[config.mk]
export PLATFORM = sky130hd
export DESIGN_NAME = string_escape_collapser
export DESIGN_NICKNAME = d
export VERILOG_FILES = /design/src/rtl/sec_pkg.sv /design/src/rtl/sec_front.sv /design/src/rtl/sec_fifo.sv /design/src/rtl/sec_back.sv /design/src/rtl/string_escape_collapser.sv
export SDC_FILE = /design/constraint.sdc
export NUM_CORES = 1
export LEC_CHECK = 0
export BUFFER_PORTS_ARGS = -buffer_cell sky130_fd_sc_hd__buf_2
export CORE_MARGIN = 5
export CORE_UTILIZATION = 45
export CTS_BUF_LIST = sky130_fd_sc_hd__clkbuf_4
export DETAILED_ROUTE_END_ITERATION = 7
export SYNTH_ARGS = -nofsm -noshare
export SYNTH_HDL_FRONTEND = slang
export SYNTH_SLANG_ARGS = --single-unit
[constraint.sdc]
create_clock -name i_clk -period 6.7 [get_ports i_clk]
set_input_delay 2.01 -clock i_clk [delete_from_list [all_inputs] [get_ports i_clk]]
set_output_delay 2.01 -clock i_clk [all_outputs]
set_load 0.005 [all_outputs]
[src/rtl/sec_pkg.sv]
// ----------------------------------------------------------------------------
// sec_pkg: shared types and constants for the string escape collapser
// Phase codes, character codes, queue geometry and the decode helpers.
// ----------------------------------------------------------------------------
package sec_pkg;

    localparam int QDepth = 4;
    localparam int QAw    = $clog2(QDepth);

    localparam logic [7:0] ChBslash = 8'h5C;
    localparam logic [7:0] ChX      = 8'h78;
    localparam logic [7:0] ChC      = 8'h63;
    localparam logic [7:0] ChR      = 8'h72;
    localparam logic [7:0] ChN      = 8'h6E;
    localparam logic [7:0] ChT      = 8'h74;
    localparam logic [7:0] ChP      = 8'h70;
    localparam logic [7:0] ChO      = 8'h6F;
    localparam logic [7:0] Ch0      = 8'h30;
    localparam logic [7:0] Ch9      = 8'h39;
    localparam logic [7:0] ChUpA    = 8'h41;
    localparam logic [7:0] ChUpF    = 8'h46;
    localparam logic [7:0] ChLoA    = 8'h61;
    localparam logic [7:0] ChLoF    = 8'h66;

    localparam logic [7:0] CodeCr   = 8'd13;
    localparam logic [7:0] CodeLf   = 8'd10;
    localparam logic [7:0] CodeTab  = 8'd9;
    localparam logic [7:0] CtlR     = 8'd15;
    localparam logic [7:0] CtlP     = 8'd16;
    localparam logic [7:0] CtlO     = 8'd17;
    localparam logic [7:0] LeadOne  = 8'h01;
    localparam logic [7:0] LeadPre  = 8'h02;

    typedef enum logic [2:0] {
        PH_PLAIN = 3'd0,
        PH_ESC   = 3'd1,
        PH_HEX0  = 3'd2,
        PH_HEX1  = 3'd3,
        PH_CTL   = 3'd4
    } t_phase;

    // One queue entry: one or two decoded bytes from a single input beat.
    typedef struct packed {
        logic [7:0] byte0;
        logic [7:0] byte1;
        logic       two;
        logic       run_last;
        logic       bad_escape;
    } t_entry;

    // Hex digit decode: bit 4 set when the character is a valid digit.
    function automatic logic [4:0] hex_digit(input logic [7:0] c);
        logic [4:0] r;
        r = 5'd0;
        if (c >= Ch0 && c <= Ch9) begin
            r = {1'b1, 4'(c - Ch0)};
        end else if (c >= ChUpA && c <= ChUpF) begin
            r = {1'b1, 4'(c - ChUpA + 8'd10)};
        end else if (c >= ChLoA && c <= ChLoF) begin
            r = {1'b1, 4'(c - ChLoA + 8'd10)};
        end
        return r;
    endfunction

    function automatic logic [7:0] plain_escape(input logic [7:0] c);
        logic [7:0] r;
        r = c;
        if (c == ChR) begin
            r = CodeCr;
        end else if (c == ChN) begin
            r = CodeLf;
        end else if (c == ChT) begin
            r = CodeTab;
        end
        return r;
    endfunction

    // Remap of control digits 0..9.
    function automatic logic [7:0] ctl_digit(input logic [3:0] d);
        logic [7:0] r;
        r = 8'h01;
        unique case (d)
            4'd0:    r = 8'h01;
            4'd1:    r = 8'h02;
            4'd2:    r = 8'h03;
            4'd3:    r = 8'h04;
            4'd4:    r = 8'h05;
            4'd5:    r = 8'h06;
            4'd6:    r = 8'h07;
            4'd7:    r = 8'h0B;
            4'd8:    r = 8'h0C;
            4'd9:    r = 8'h0E;
            default: r = 8'h01;
        endcase
        return r;
    endfunction

endpackage

[src/rtl/sec_front.sv]
// ----------------------------------------------------------------------------
// sec_front: input side of the escape collapser
// Track the escape phase, classify each raw byte and push decoded bytes.
// ----------------------------------------------------------------------------
module sec_front (
    input  logic            i_clk,
    input  logic            i_rst_n,
    input  logic            i_accept,
    input  logic [7:0]      i_raw_byte,
    input  logic            i_end_of_literal,
    output logic            o_push,
    output sec_pkg::t_entry o_entry
);

    sec_pkg::t_phase r_phase, n_phase;
    logic [3:0]      r_hi, n_hi;
    logic            r_hi_ok, n_hi_ok;
    logic            r_emitted, n_emitted;
    logic            r_err, n_err;

    logic [4:0]      hex_b;
    logic [1:0]      cnt;
    logic [7:0]      b0, b1;

    always_ff @(posedge i_clk) begin
        if (!i_rst_n) begin
            r_phase   <= sec_pkg::PH_PLAIN;
            r_hi      <= 4'd0;
            r_hi_ok   <= 1'b0;
            r_emitted <= 1'b0;
            r_err     <= 1'b0;
        end else if (i_accept) begin
            r_phase   <= n_phase;
            r_hi      <= n_hi;
            r_hi_ok   <= n_hi_ok;
            r_emitted <= n_emitted;
            r_err     <= n_err;
        end
    end

    always_comb begin
        hex_b     = sec_pkg::hex_digit(i_raw_byte);
        n_phase   = r_phase;
        n_hi      = r_hi;
        n_hi_ok   = r_hi_ok;
        n_err     = r_err;
        cnt       = 2'd0;
        b0        = i_raw_byte;
        b1        = i_raw_byte;
        if (!r_err) begin
            unique case (r_phase)
                sec_pkg::PH_PLAIN: begin
                    if (i_raw_byte == sec_pkg::ChBslash && !i_end_of_literal) begin
                        n_phase = sec_pkg::PH_ESC;
                    end else begin
                        cnt = 2'd1;
                    end
                end
                sec_pkg::PH_ESC: begin
                    if (i_raw_byte == sec_pkg::ChX && !i_end_of_literal) begin
                        n_phase = sec_pkg::PH_HEX0;
                    end else if (i_raw_byte == sec_pkg::ChC && !i_end_of_literal) begin
                        n_phase = sec_pkg::PH_CTL;
                    end else begin
                        cnt     = 2'd1;
                        b0      = sec_pkg::plain_escape(i_raw_byte);
                        n_phase = sec_pkg::PH_PLAIN;
                    end
                end
                sec_pkg::PH_HEX0: begin
                    if (i_end_of_literal) begin
                        // cut short: emit the 'x' and the lone character
                        cnt     = 2'd2;
                        b0      = sec_pkg::ChX;
                        n_phase = sec_pkg::PH_PLAIN;
                    end else begin
                        n_hi    = hex_b[3:0];
                        n_hi_ok = hex_b[4];
                        n_phase = sec_pkg::PH_HEX1;
                    end
                end
                sec_pkg::PH_HEX1: begin
                    if (r_hi_ok && hex_b[4]) begin
                        cnt = 2'd1;
                        b0  = {r_hi, hex_b[3:0]};
                    end else begin
                        n_err = 1'b1;
                    end
                    n_phase = sec_pkg::PH_PLAIN;
                end
                sec_pkg::PH_CTL: begin
                    cnt = 2'd1;
                    if (i_raw_byte == sec_pkg::ChR) begin
                        b0 = sec_pkg::CtlR;
                    end else if (i_raw_byte == sec_pkg::ChP) begin
                        b0 = sec_pkg::CtlP;
                    end else if (i_raw_byte == sec_pkg::ChO) begin
                        b0 = sec_pkg::CtlO;
                    end else if (i_raw_byte >= sec_pkg::Ch0 && i_raw_byte <= sec_pkg::Ch9) begin
                        b0 = sec_pkg::ctl_digit(4'(i_raw_byte - sec_pkg::Ch0));
                    end else begin
                        cnt   = 2'd0;
                        n_err = 1'b1;
                    end
                    // leading 0x1 of a literal becomes 0x2 then 0x1
                    if (cnt != 2'd0 && b0 == sec_pkg::LeadOne && !r_emitted) begin
                        cnt = 2'd2;
                        b0  = sec_pkg::LeadPre;
                        b1  = sec_pkg::LeadOne;
                    end
                    n_phase = sec_pkg::PH_PLAIN;
                end
                default: begin
                    cnt     = 2'd1;
                    n_phase = sec_pkg::PH_PLAIN;
                end
            endcase
        end

        n_emitted = r_emitted | (cnt != 2'd0);

        o_entry.byte0      = b0;
        o_entry.byte1      = b1;
        o_entry.two        = (cnt == 2'd2);
        o_entry.run_last   = i_end_of_literal;
        o_entry.bad_escape = 1'b0;
        o_push             = i_accept && (cnt != 2'd0);

        if (i_end_of_literal) begin
            if (n_err) begin
                o_entry.byte0      = 8'd0;
                o_entry.byte1      = 8'd0;
                o_entry.two        = 1'b0;
                o_entry.bad_escape = 1'b1;
                o_push             = i_accept;
            end
            // return to reset state for the next literal
            n_phase   = sec_pkg::PH_PLAIN;
            n_hi      = 4'd0;
            n_hi_ok   = 1'b0;
            n_emitted = 1'b0;
            n_err     = 1'b0;
        end
    end

`ifndef ASSERT_OFF
    a_err_plain: assert property (@(posedge i_clk) disable iff (!i_rst_n)
        r_err |-> r_phase == sec_pkg::PH_PLAIN)
        else $error("error state outside plain phase");
    a_last_push: assert property (@(posedge i_clk) disable iff (!i_rst_n)
        (i_accept && i_end_of_literal) |-> o_push)
        else $error("final beat of a literal produced no result");
    a_state_clear: assert property (@(posedge i_clk) disable iff (!i_rst_n)
        (i_accept && i_end_of_literal) |=> (!r_err && !r_emitted))
        else $error("literal state not cleared after final beat");
`endif

endmodule

[src/rtl/sec_fifo.sv]
// ----------------------------------------------------------------------------
// sec_fifo: short entry queue between front and back
// Register-based FIFO with a fill count; read data shows the head entry.
// ----------------------------------------------------------------------------
module sec_fifo (
    input  logic            i_clk,
    input  logic            i_rst_n,
    input  logic            i_push,
    input  sec_pkg::t_entry i_entry,
    input  logic            i_pop,
    output sec_pkg::t_entry o_head,
    output logic            o_empty,
    output logic            o_full
);

    sec_pkg::t_entry            r_mem [sec_pkg::QDepth];
    logic [sec_pkg::QAw-1:0]    r_wr, r_rd;
    logic [sec_pkg::QAw:0]      r_cnt, n_cnt;

    always_comb begin
        n_cnt = r_cnt;
        if (i_push && !i_pop) begin
            n_cnt = r_cnt + 1'b1;
        end else if (i_pop && !i_push) begin
            n_cnt = r_cnt - 1'b1;
        end
    end

    always_ff @(posedge i_clk) begin
        if (!i_rst_n) begin
            r_wr  <= '0;
            r_rd  <= '0;
            r_cnt <= '0;
        end else begin
            if (i_push) begin
                r_wr <= r_wr + 1'b1;
            end
            if (i_pop) begin
                r_rd <= r_rd + 1'b1;
            end
            r_cnt <= n_cnt;
        end
    end

    always_ff @(posedge i_clk) begin
        if (i_push) begin
            r_mem[r_wr] <= i_entry;
        end
    end

    assign o_head  = r_mem[r_rd];
    assign o_empty = (r_cnt == '0);
    assign o_full  = (r_cnt == (sec_pkg::QAw+1)'(sec_pkg::QDepth));

`ifndef ASSERT_OFF
    a_no_overflow: assert property (@(posedge i_clk) disable iff (!i_rst_n)
        i_push |-> !o_full)
        else $error("push into full queue");
    a_no_underflow: assert property (@(posedge i_clk) disable iff (!i_rst_n)
        i_pop |-> !o_empty)
        else $error("pop from empty queue");
    a_cnt_range: assert property (@(posedge i_clk) disable iff (!i_rst_n)
        r_cnt <= (sec_pkg::QAw+1)'(sec_pkg::QDepth))
        else $error("queue count out of range");
`endif

endmodule

[src/rtl/sec_back.sv]
// ----------------------------------------------------------------------------
// sec_back: output side of the escape collapser
// Hold one queue entry and send its one or two bytes as output beats.
// ----------------------------------------------------------------------------
module sec_back (
    input  logic            i_clk,
    input  logic            i_rst_n,
    input  sec_pkg::t_entry i_head,
    input  logic            i_empty,
    output logic            o_pop,
    output logic            o_valid,
    input  logic            i_stall,
    output logic [7:0]      o_decoded_byte,
    output logic            o_run_last,
    output logic            o_bad_escape
);

    sec_pkg::t_entry r_ent;
    logic            r_full;
    logic            r_half;
    logic            fire;
    logic            done;

    assign fire  = r_full && !i_stall;
    // entry finished when its final byte goes out
    assign done  = fire && (r_half || !r_ent.two);
    assign o_pop = (!r_full || done) && !i_empty;

    always_ff @(posedge i_clk) begin
        if (!i_rst_n) begin
            r_full <= 1'b0;
            r_half <= 1'b0;
        end else if (!r_full || done) begin
            r_full <= !i_empty;
            r_half <= 1'b0;
        end else if (fire) begin
            r_half <= 1'b1;
        end
    end

    always_ff @(posedge i_clk) begin
        if (o_pop) begin
            r_ent <= i_head;
        end
    end

    assign o_valid        = r_full;
    assign o_decoded_byte = r_half ? r_ent.byte1 : r_ent.byte0;
    assign o_run_last     = r_ent.run_last && (r_half || !r_ent.two);
    assign o_bad_escape   = r_ent.bad_escape;

`ifndef ASSERT_OFF
    a_half_two: assert property (@(posedge i_clk) disable iff (!i_rst_n)
        r_half |-> (r_full && r_ent.two))
        else $error("second byte phase on a single-byte entry");
    a_half_after: assert property (@(posedge i_clk) disable iff (!i_rst_n)
        (fire && r_ent.two && !r_half) |=> r_half)
        else $error("second byte skipped");
    a_err_form: assert property (@(posedge i_clk) disable iff (!i_rst_n)
        (o_valid && o_bad_escape) |-> (o_run_last && o_decoded_byte == 8'd0))
        else $error("error beat not a zero final beat");
`endif

endmodule

[src/rtl/string_escape_collapser.sv]
// ----------------------------------------------------------------------------
// string_escape_collapser: backslash escape decoder for string literal bodies
// Raw bytes in, decoded bytes out, with a last mark and an error flag on the final beat of a bad literal.
//
//   channel | direction | handshake            | payload
//   --------+-----------+----------------------+--------------------------------
//   input   | in        | i_valid / o_stall    | i_raw_byte, i_end_of_literal
//   output  | out       | o_valid / i_stall    | o_decoded_byte, o_run_last,
//           |           |                      | o_bad_escape
//
// One raw byte is taken per cycle while the queue is not full; a beat that
// decodes to two bytes (a cut short hex escape, or a leading control 0x1)
// yields two output beats, and the four-entry queue between front and back
// absorbs that.
// Synchronous active-low reset clears phase, error and queue state.
// o_stall is high only while the queue is full; it does not look at i_valid.
// ----------------------------------------------------------------------------
module string_escape_collapser (
    input  logic       i_clk,
    input  logic       i_rst_n,
    input  logic       i_valid,
    output logic       o_stall,
    input  logic [7:0] i_raw_byte,
    input  logic       i_end_of_literal,
    output logic       o_valid,
    input  logic       i_stall,
    output logic [7:0] o_decoded_byte,
    output logic       o_run_last,
    output logic       o_bad_escape
);

    logic            accept;
    logic            push;
    logic            pop;
    logic            empty;
    logic            full;
    sec_pkg::t_entry push_entry;
    sec_pkg::t_entry head;

    // Accept an input beat whenever the queue has room for its entry.
    assign o_stall = full;
    assign accept  = i_valid && !full;

    // Front: escape phase tracking and byte classification.
    sec_front u_front (
        .i_clk            (i_clk),
        .i_rst_n          (i_rst_n),
        .i_accept         (accept),
        .i_raw_byte       (i_raw_byte),
        .i_end_of_literal (i_end_of_literal),
        .o_push           (push),
        .o_entry          (push_entry)
    );

    // Queue: decouple classification from output stalls.
    sec_fifo u_fifo (
        .i_clk   (i_clk),
        .i_rst_n (i_rst_n),
        .i_push  (push),
        .i_entry (push_entry),
        .i_pop   (pop),
        .o_head  (head),
        .o_empty (empty),
        .o_full  (full)
    );

    // Back: drain entries one byte per beat.
    sec_back u_back (
        .i_clk          (i_clk),
        .i_rst_n        (i_rst_n),
        .i_head         (head),
        .i_empty        (empty),
        .o_pop          (pop),
        .o_valid        (o_valid),
        .i_stall        (i_stall),
        .o_decoded_byte (o_decoded_byte),
        .o_run_last     (o_run_last),
        .o_bad_escape   (o_bad_escape)
    );

`ifndef ASSERT_OFF
    a_stall_full: assert property (@(posedge i_clk) disable iff (!i_rst_n)
        (accept && i_end_of_literal) |-> push)
        else $error("final input beat dropped");
    a_drain: assert property (@(posedge i_clk) disable iff (!i_rst_n)
        (!o_valid && !empty) |-> pop)
        else $error("back idle while queue holds entries");
    a_err_last: assert property (@(posedge i_clk) disable iff (!i_rst_n)
        (o_valid && o_bad_escape) |-> o_run_last)
        else $error("error beat without last mark");
`endif

endmodule
==> impl_results.md, run 1 <==
- Overall routed net length: approximately 12000 um
- Antenna viol nets, final: 0
- Post-Syn Area: 5520 um2
- Vias in the first global route: ~3600
- Fin nets: 460
- I/O pin total: 25
- Worst vdd ir: approximately 110 uV
- CTS tree: yes
- Hold Path End: u_back.r_half
- CTS Hold Bufs: 0
- Hold path depth: 2
- Total GRT Usage: between 10% and 20%
- Layout cell share with drive strength beyond 1: a little under a quarter
- RSZ-0062 raised after global routing: no
- Post-synth EDFFs: 95
- Core footprint: between 10000 and 15000 um2
- R2R Path End: u_fifo.r_cnt[2]
- Final Max Slew Viols: 0
- Worst Hold Launch: u_back.o_valid
- R2R Setup Slk: roughly 3.3 ns
- Fin util: about half
- Synth Warn #: 0
- #FFs+latches synth: 114
- Max-cap viol count: 0
- Largest net degree at the start of global routing: 24
- Clock Tree Buf Depth: 2
- Max_slew headroom: about a third
- Initial antenna violation count: 0
- Crit-path max cell delay: 0.37 ns
- Initial Util: between 40% and 50%
- H-tree levels: 4
- Async SR Flop Fraction: 0%
- Placed Area: approximately 5800 um2
- Clock transition at path regs: about 0.09 ns
- Fin. Hold Viols: 0
- Drc violations: 0
- Die width: 121 um
- WP data arrival: 5.62 ns
- CP delay by family, top: compound AO/OA/AOI/OAI gates
- Worst Reg-to-Reg Cells: 11
- Worst r2r src: u_front.r_phase[2]
- CP Launch Type: input pin
- Post-DP HPWL: 8380 um
- Slowest stage cell, crit path: fa_1
- Root Buffer: clkbuf_4
- Unique masters post-synth: just under 70
- Initial DRC count: around 240
- Num CTS Buffers: 17
- Final setup fails: 0
- Power Density: 311 nW/um2
- # rows: 40
- Top FF cell, synth: edfxtp_1
- Max Freq: 193 MHz
- Setup TNS: 0 ns
- Tmin final: roughly 5.2 ns
- Pin slew with the least headroom to its limit: between 0.9 and 1 ns
- Critical path class: in2reg
- Via density per instance: 5.86
- Crit. End Element: flip-flop
- Syn avg cell area: between 10 and 15 um2
- Leakage Power: 0.00211 uW
- Global-route wire length before repair: between 15000 and 20000 um
- Post-CTS setup buffer count: 0
- Detailed Routing Iterations Pass 1: 4
- Average wire per standard cell: ~20 um
- Area Growth Syn to Fin: 9.70%
- Hold Path Class: reg2reg
- CTS resizes: 0
- Cells after synthesis: roughly 400
- Seq/Total Area, Yosys: 58.5%
- Placer Congestion: around 0.9
- DIE AREA: ~15000 um2
- Final instance area: 6060 um2
- Syn nets: approximately 430
- Buffers and inverters on the worst path: 3
- Crit path cell chain: buf_2 -> inv_1 -> ha_1 -> o21ba_2 -> o21a_1 -> a31o_4 -> a21oi_1 -> o21ai_2 -> a31oi_4 -> ha_1 -> inv_1 -> fa_1 -> xor2_1 -> or3_1 -> a21boi_0
- Required @ worst endpoint: 7.13 ns
- Outcome: completed
- Chip height: roughly 120 um
- Critical Path Fanout Max: 12
- Sink Count: between 100 and 150
- Power Total: 1890 uW
- Diodes inserted: 0
- Overflow after GRT: 0
- Worst skew pair latency: 0.50 ns
- Final Skew: 0.0268 ns
- Final period utilization: 77.5%
- # port buffers: 24
- Routed vias: 3482
[layout make-up]
cell class              instances  area (um2)
clock buffers                  18         135
clock inverters                14         145
fillers                      1066        5950
inverters                      14        52.6
multi-input cells             258        2150
flip-flops and latches        114        3230
well taps                     147         184
repair buffers                 29         158
[power by group]
group / switching [uW] / leakage, uW / internal, uW
logic: 210 / 0.000917 / 200
clock network: 243 / 0.000153 / 255
registers: 53.6 / 0.00104 / 926
[metal layers]
metal  share of wire [%]  global-route usage, %
met4                 2.9                   7.44
met5                   0                      0
met3                 4.0                   4.82
met2                  50                   29.3
met1                  43                   22.0
[tightest hold or removal path, stage by stage, from the launching register on]
cell     delay [ns]
dfxtp_1        0.33
nand2_1        0.07
nor2_1         0.04
[cell usage in the layout, fill, tap and decap left out, drive strengths merged, types with 4 or more instances in the layout]
cell type and n:
dfxtp 19, and2 18, o2bb2ai 4, ha 12, mux4 19, o31ai 6
o21ai 16, clkbuf 18, nor3 10, nand3 6, mux2 8, o2111ai 4
edfxtp 95, xnor2 6, o22ai 5, a32o 4, nor2b 7, nand4 4
a21oi 14, nand2 23, buf 29, clkinv 10, or3 5, nor2 26
nand2b 4, mux2i 8, inv 14
[synth_stat cells, types with 4 or more instances]
master	number	area share, %
clkbuf_1	10	0.68
mux4_2	19	7.7
mux2i_1	8	1.4
and2_1	18	2.0
edfxtp_1	95	52
nand2b_1	4	0.45
or3_1	5	0.57
o2bb2ai_1	4	0.63
o21ai_0	13	1.2
mux2_2	8	1.6
buf_2	6	0.54
nor2_1	26	1.8
xnor2_1	6	0.95
a32o_1	4	0.72
nand2_1	23	1.6
nand3_1	5	0.45
o2111ai_1	4	0.63
a21oi_1	13	1.2
o31ai_1	6	0.82
nand4_1	4	0.45
inv_1	13	0.88
ha_1	12	2.7
nor2b_1	7	0.79
o22ai_1	5	0.57
nor3_1	10	0.91
dfxtp_1	19	6.9
[registers in the layout, summed over array words and instances (netlist names)]
name	cells
u_front.r_hi	4
u_front.r_phase	3
u_fifo.r_wr	2
u_front.r_err	1
u_back.r_half	1
u_back.r_ent	18
u_front.r_emitted	1
u_fifo.r_rd	2
u_fifo.r_mem	76
u_fifo.r_cnt	3
u_back.o_valid	1
u_back.o_bad_escape	1
u_front.r_hi_ok	1
[worst max path at each step]
stage / startpoint / to / slack, ns / depth (start not counted)
after floorplan: i_raw_byte[0] / u_fifo.r_cnt[2] / 1.45 / 15
after global placement: i_raw_byte[0] / u_fifo.r_cnt[2] / 1.20 / 15
after detailed placement: i_raw_byte[0] / u_fifo.r_cnt[2] / 1.04 / 15
after CTS: i_raw_byte[0] / u_fifo.r_cnt[2] / 1.58 / 15
after global routing: i_raw_byte[0] / u_fifo.r_cnt[2] / 1.34 / 15
final: i_raw_byte[0] / u_fifo.r_cnt[2] / 1.51 / 15
[stage by stage]
step           hold WS (ns)  worst slack (ns)  cells
2_1_floorplan         0.432              1.45    406
3_3_place_gp          0.435              1.20    562
3_5_place_dp          0.453              1.04    562
4_1_cts               0.481              1.58    594
5_1_grt               0.500              1.34    594
6_report              0.476              1.51    594
[cells by family after synthesis]
group	after synthesis	share of synthesized area, %
AOI/OAI and AO/OA	81	11.7
xor gates and xnor gates	7	1.11
adders and majority gates	13	3.08
buffers and inverters	34	2.51
DFF	114	58.5
muxes	35	10.8
and+or+nand+nor	122	12.3
No activity file was read; power rests on OpenSTA's default activity.
==> run 2, diff against run 1 <==
- clock period: 6.7 -> 4.3 ns (I/O delays scaled with it)
==> impl_results.md, run 2 (same netlist as run 1, synthesis figures left out) <==
- DIE AREA: 14600 um2 (unchanged)
- Initial DRC count: 294 (+21%)
- Via density per instance: 5.74 (-2.1%)
- Max_slew headroom: 31.3% (-3.2 points)
- Pin slew with the least headroom to its limit: 1.03 ns (+0.0478 ns)
- Global-route wire length before repair: 20100 um (+2.9%)
- Setup TNS: 0 ns (unchanged)
- R2R Path End: u_fifo.r_cnt[2]
- Largest net degree at the start of global routing: 21 (-13%)
- Worst Hold Launch: u_back.o_valid
- Detailed Routing Iterations Pass 1: 5 (+1)
- Initial antenna violation count: 0 (unchanged)
- Commonest non-fill, non-tap cell in the layout: edfxtp_1
- Hold path depth: 2 (unchanged)
- Required @ worst endpoint: 4.72 ns (-2.41 ns)
- Total GRT Usage: 18.3% (+0.61 points)
- Drc violations: 0 (unchanged)
- Outcome: completed
- I/O pin total: 25 (unchanged)
- Leakage Power: 0.00226 uW (+7.4%)
- Initial Util: 46.0% (unchanged)
- R2R Setup Slk: 1.19 ns (-2.12 ns)
- Chip height: 121 um (unchanged)
- Post-CTS setup buffer count: 0 (unchanged)
- Clock transition at path regs: 0.09 ns (about the same)
- # placed instances: 594 (+5.7%)
- Die width: 121 um (unchanged)
- Worst Reg-to-Reg Cells: 10 (-1)
- Average wire per standard cell: 20.2 um (+0.27%)
- H-tree levels: 4 (unchanged)
- Routed vias: 3593 (+3.2%)
- CP delay by family, top: compound AO/OA/AOI/OAI gates
- Vias in the first global route: 3621 (+0.17%)
- # rows: 40 (unchanged)
- Final Max Slew Viols: 0 (unchanged)
- Tmin final: between 3 and 4 ns
- CTS Hold Bufs: 0 (unchanged)
- Diodes inserted: 0 (unchanged)
- Max-cap viol count: 0 (unchanged)
- Commonest non-fill, non-tap cells in the layout: 95 x edfxtp_1, 37 x buf_4, 26 x nor2_1, 24 x buf_2, 23 x nand2_1
- Fin Hold WS: 0.462 ns (-0.0142 ns)
- Final Non-Filler Cells: 626 (+5.4%)
- Power Density: 465 nW/um2 (+49%)
- Fin. Hold Viols: 0 (unchanged)
- Layout cell share with drive strength beyond 1: 29.4% (+6.8 points)
- Root Buffer: clkbuf_4
- Clock Tree Buf Depth: 2 (unchanged)
- CP Launch Type: input pin
- Num CTS Buffers: 17 (unchanged)
- CTS resizes: 0 (unchanged)
- Max FFs per register: 76 (unchanged)
- Hold Path Class: reg2reg
- Final setup fails: 0 (unchanged)
- Core footprint: 12000 um2 (unchanged)
- Critical path class: in2reg
- CTS tree: yes
- Hold Path End: u_back.r_half
- Worst skew pair latency: 0.49 ns (about the same)
- Fin nets: 492 (+7.0%)
- Slowest stage cell, crit path: fa_1
- Post-DP HPWL: 9080 um (+8.3%)
- CP most frequent cell: inv_1
- Max Freq: 261 MHz
- WP data arrival: 4.25 ns (-1.37 ns)
- RSZ-0062 raised after global routing: no
- Overflow after GRT: 0 (unchanged)
- Antenna viol nets, final: 0 (unchanged)
- Buffers and inverters on the worst path: 3 (unchanged)
- Final Skew: 0.0147 ns (-0.0121 ns)
- Final period utilization: 89.1%
- Top Registers: u_fifo.r_mem x76, u_back.r_ent x18, u_front.r_hi x4
- Overall routed net length: 12700 um (+5.7%)
- Placer Congestion: 0.915 (+1.8%)
- # port buffers: 24 (unchanged)
- Worst vdd ir: 185 uV (+72%)
- Worst r2r src: u_front.r_phase[1]
- Sink Count: 114 (unchanged)
- Biggest register: u_fifo.r_mem
- Crit-path max cell delay: 0.37 ns (about the same)
- Crit. End Element: flip-flop
- Crit path cell chain: buf_2 -> inv_1 -> ha_1 -> o21ba_4 -> o21a_1 -> a31o_4 -> a21oi_2 -> o21ai_2 -> a31oi_4 -> ha_2 -> inv_1 -> fa_1 -> xor2_1 -> or3_1 -> a21boi_0
- Area Growth Syn to Fin: 14.2%
- Critical Path Fanout Max: 6 (-6)
run 2: cell count changes in the layout (fill, tap and decap cells not counted), moves of 2 or more:
cell      before  now
ha_2           0    2
buf_4          5   37
clkinv_1       5    2
clkbuf_4      18   20
ha_1          12   10
run 2: worst max path at each step:
| stage | startpoint | endpoint | slack (ns) | depth (start not counted) |
|---|---|---|---|---|
| after detailed placement | i_raw_byte[1] | u_fifo.r_cnt[2] | -0.06 | 15 |
| final | i_raw_byte[1] | u_fifo.r_cnt[2] | 0.47 | 15 |
| after global placement | i_raw_byte[1] | u_fifo.r_cnt[2] | 0.08 | 15 |
| after global routing | i_raw_byte[1] | u_fifo.r_cnt[2] | 0.32 | 15 |
| after floorplan | i_raw_byte[0] | u_fifo.r_cnt[2] | 0.03 | 15 |
| after CTS | i_raw_byte[1] | u_fifo.r_cnt[2] | 0.52 | 15 |
run 2: layer usage:
layer  global-route usage (%)  up-vias  part of all wire (%)
met4                     5.67        0                   1.5
li1                         -     1700                     -
met5                        0        -                     0
met2                     30.2      114                    49
met3                     5.14       13                   4.7
met1                     23.6     1766                    44
run 2: stage by stage:
stage	cell area, um2	utilization (%)	setup WS, ns	power, uW
final	6310	52.5	0.468	2930
after global placement	6040	50.3	0.0828	2230
after global routing	6310	52.5	0.324	3110
after detailed placement	6040	50.3	-0.0555	2250
after floorplan	5550	-	0.0262	2000
after CTS	6310	52.5	0.518	2980
run 2: cell type report:
class                   count  area [um2]
well taps                 147         184
clock inverters            12         116
multi-input cells         258        2170
repair buffers             61         398
inverters                  14        52.6
clock buffers              20         150
fillers                  1022        5700
flip-flops and latches    114        3230
run 2: worst reg2reg max path: cells and delay by family (launching register included):
kind | cells | cell delay [ns]
simple gates | 3 | 1.22
flops | 1 | 0.52
xor+xnor | 1 | 0.17
buf+inv | 1 | 0.05
compound gates | 3 | 0.50
fa+ha+maj | 2 | 0.57
run 2: report_power, final:
part | switching [uW] | internal [uW]
Clock | 373 | 356
Sequential | 85.5 | 1440
Combinational | 341 | 338
==> run 3, diff against run 2 <==
- ABC_AREA: not set -> 1
==> impl_results.md, run 3 <==
- Outcome: completed
- Commonest non-fill, non-tap cells in the layout: 106 x nand2_1, 95 x edfxtp_1, 66 x nor2_1, 65 x inv_1, 62 x o21ai_0
- R2R Setup Slk: 1.38 ns (+0.19 ns)
- H-tree levels: 4 (unchanged)
- Post-synth EDFFs: 95 (unchanged)
- Leakage Power: 0.00253 uW (+12%)
- Vias in the first global route: 4157 (+15%)
- Max_slew headroom: 21.1% (-10 points)
- CTS resizes: 0 (unchanged)
- Combinational Power Share: 33.8% (+11 points)
- DIE AREA: 14400 um2 (-1.1%)
- Average wire per standard cell: 17.5 um (-14%)
- Synth top cells by count: 106 x nand2_1, 95 x edfxtp_1, 66 x nor2_1
- CTS tree: yes
- Num CTS Buffers: 17 (unchanged)
- Area Growth Syn to Fin: 12.7%
- Core footprint: 12000 um2 (-0.42%)
- Post-DP HPWL: 9440 um (+4.0%)
- Cells after synthesis: 574 (+41%)
- Post-Syn Area: 5450 um2 (-1.2%)
- Biggest register: u_fifo.r_mem
- Critical path class: in2reg
- I/O pin total: 25 (unchanged)
- Synth area leaders: edfxtp_1 52%, nand2_1 7.3%, dfxtp_1 7.0%
- Root Buffer: clkbuf_4
- Setup TNS: 0 ns (unchanged)
- Overflow after GRT: 0 (unchanged)
- Largest net degree at the start of global routing: 41 (+95%)
- Switching power: 1310 uW (+64%)
- Fin. Hold Viols: 0 (unchanged)
- Placed Area: 5890 um2 (-2.5%)
- Clock Tree Buf Depth: 2 (unchanged)
- #FFs+latches synth: 114 (unchanged)
- Placer Congestion: 0.932 (+1.9%)
- Worst vdd ir: 264 uV (+43%)
- Clock transition at path regs: 0.10 ns (about the same)
- Initial Util: 45.6% (-0.38 points)
- Fin nets: 647 (+32%)
- Drc violations: 0 (unchanged)
- Sink Count: 114 (unchanged)
- Worst r2r src: u_front.r_phase[2]
- Flop pwr share: 47.0% (-5.0 points)
- Final instance area: 6150 um2 (-2.6%)
- Worst skew pair latency: 0.52 ns (+0.03 ns)
- Area share of the leading cell type in the synthesized netlist: 52.3% (+0.65 points)
- Synth Warn #: 0 (unchanged)
- Max-cap viol count: 0 (unchanged)
- Detailed Routing Iterations Pass 1: 5 (unchanged)
- Synth area leader: edfxtp_1
- Worst Reg-to-Reg Cells: 16 (+6)
- # rows: 40 (unchanged)
- Critical Path Fanout Max: 12 (+6)
- Clk pwr share: 19.1% (-5.7 points)
- Post-CTS setup buffer count: 0 (unchanged)
- Final period utilization: 86.2% (-2.9 points)
- Hold path depth: 2 (unchanged)
- Unique masters post-synth: 35 (-49%)
- Fin util: 51.4% (-1.1 points)
- RSZ-0062 raised after global routing: no
- Internal: 2340 uW (+9.5%)
- Tmin final: 3.71 ns (-0.125 ns)
- Global-route wire length before repair: 22200 um (+10%)
- Overall routed net length: 13700 um (+8.0%)
- Antenna viol nets, final: 0 (unchanged)
- Required @ worst endpoint: 4.76 ns (+0.04 ns)
- Top FF cell, synth: edfxtp_1
- Final setup fails: 0 (unchanged)
- Crit. End Element: flip-flop
- Syn avg cell area: 9.50 um2 (-30%)
- Initial DRC count: 404 (+37%)
- Hold Path End: u_front.r_hi[1]
- CP Launch Type: input pin
- Worst Hold Launch: u_front.r_hi[1]
- R2R Path End: u_fifo.r_cnt[1]
- Chip height: 120 um (-0.58%)
- Total GRT Usage: 20.3% (+1.9 points)
- Async SR Flop Fraction: 0% (unchanged)
- Syn nets: 600 (+39%)
- Commonest non-fill, non-tap cell in the layout: nand2_1
- Max FFs per register: 76 (unchanged)
- WP data arrival: 4.17 ns (-0.08 ns)
- Most instantiated library cell after synthesis: nand2_1
- Sw Share: 36.0% (+8.7 points)
- CTS Hold Bufs: 0 (unchanged)
- Hold Path Class: reg2reg
- Layout cell share with drive strength beyond 1: 14.2% (-15 points)
- Power Density: 594 nW/um2 (+28%)
- Seq/Total Area, Yosys: 59.3% (+0.74 points)
- Final Max Slew Viols: 0 (unchanged)
- Top Registers: u_fifo.r_mem x76, u_back.r_ent x18, u_front.r_hi x4
- Initial antenna violation count: 1 (+1)
- Max Freq: 270 MHz (+3.4%)
- # port buffers: 24 (unchanged)
- Routed vias: 4253 (+18%)
- Via density per instance: 5.43 (-5.4%)
- Final Skew: 0.0200 ns (+0.00535 ns)
- Die width: 120 um (-0.58%)
- Pin slew with the least headroom to its limit: 1.18 ns (+0.152 ns)
run 3: changes by cell type after synthesis, sizes merged, moves of 8 or more:
cell   delta
nand3    +38
nor2     +43
mux2i     -8
nand2    +86
o21ai    +46
mux4     -19
inv      +52
mux2      -8
and2     -18
a21oi    +17
o22ai    +14
run 3: kinds of logic after synthesis:
family	share of synthesized area, %
and+or+nand+nor	18.6
AOI/OAI and AO/OA	12.6
DFF	59.3
buffers and inverters	6.24
adders and majority gates	3.12
xor gates and xnor gates	0.161
run 3: area by class of cell:
class / instances / area, um2
fill: 1104 / 5820
antenna: 2 / 5.00
inverter: 68 / 255
sequential: 114 / 3230
clock buffer: 22 / 165
tap: 147 / 184
timing repair buffer: 46 / 335
multi-input combinational: 374 / 1880
clock inverter: 10 / 87.6
run 3: how the worst max path moves through the flow:
stage          slack, ns              end           from
2_1_floorplan       0.51  u_fifo.r_cnt[2]  i_raw_byte[0]
3_3_place_gp        0.15  u_fifo.r_cnt[2]  i_raw_byte[1]
3_5_place_dp        0.04  u_fifo.r_cnt[2]  i_raw_byte[1]
4_1_cts             0.62  u_fifo.r_cnt[2]  i_raw_byte[1]
5_1_grt             0.28  u_fifo.r_cnt[2]  i_raw_byte[1]
6_report            0.59  u_fifo.r_cnt[2]  i_raw_byte[1]
run 3: critical path: stages:
cell	delay, ns
buf_2	0.13
inv_1	0.17
ha_1	0.23
nand2_1	0.06
nand3_1	0.12
nand2_2	0.17
inv_1	0.13
nand2_1	0.06
nand3_1	0.06
nand2_1	0.07
a21oi_1	0.20
nand3_1	0.16
nand2_1	0.12
nand3_2	0.11
nand3_4	0.08
ha_1	0.14
inv_1	0.07
fa_1	0.38
nor2_1	0.11
nor2_1	0.04
nand2_1	0.07
o21ai_0	0.07
a21oi_1	0.11
run 3: power groups by stage:
stage          logic, uW  registers [uW]  clock network (uW)
2_1_floorplan        799            1700                   0
3_3_place_gp        1220            1740                   0
3_5_place_dp        1240            1740                   0
4_1_cts             1250            1720                 722
5_1_grt             1400            1740                 775
6_report            1230            1720                 698
run 3: per-stage QoR:
stage               setup WS, ns  total power, uW  hold WS (ns)  cells
detailed placement        0.0375             2990         0.456    749
floorplan                  0.507             2500         0.445    574
CTS                        0.622             3690         0.470    781
finish                     0.593             3650         0.472    783
global route               0.277             3920         0.510    783
global placement           0.146             2950         0.456    749
run 3: routing by layer:
layer,vias to the layer above,share of wire (%),GRT usage (%)
li1,2079,-,-
met1,2009,43,25.9
met2,145,50,33.6
met3,20,5.9,4.43
met4,0,1.7,7.80
met5,-,0,0
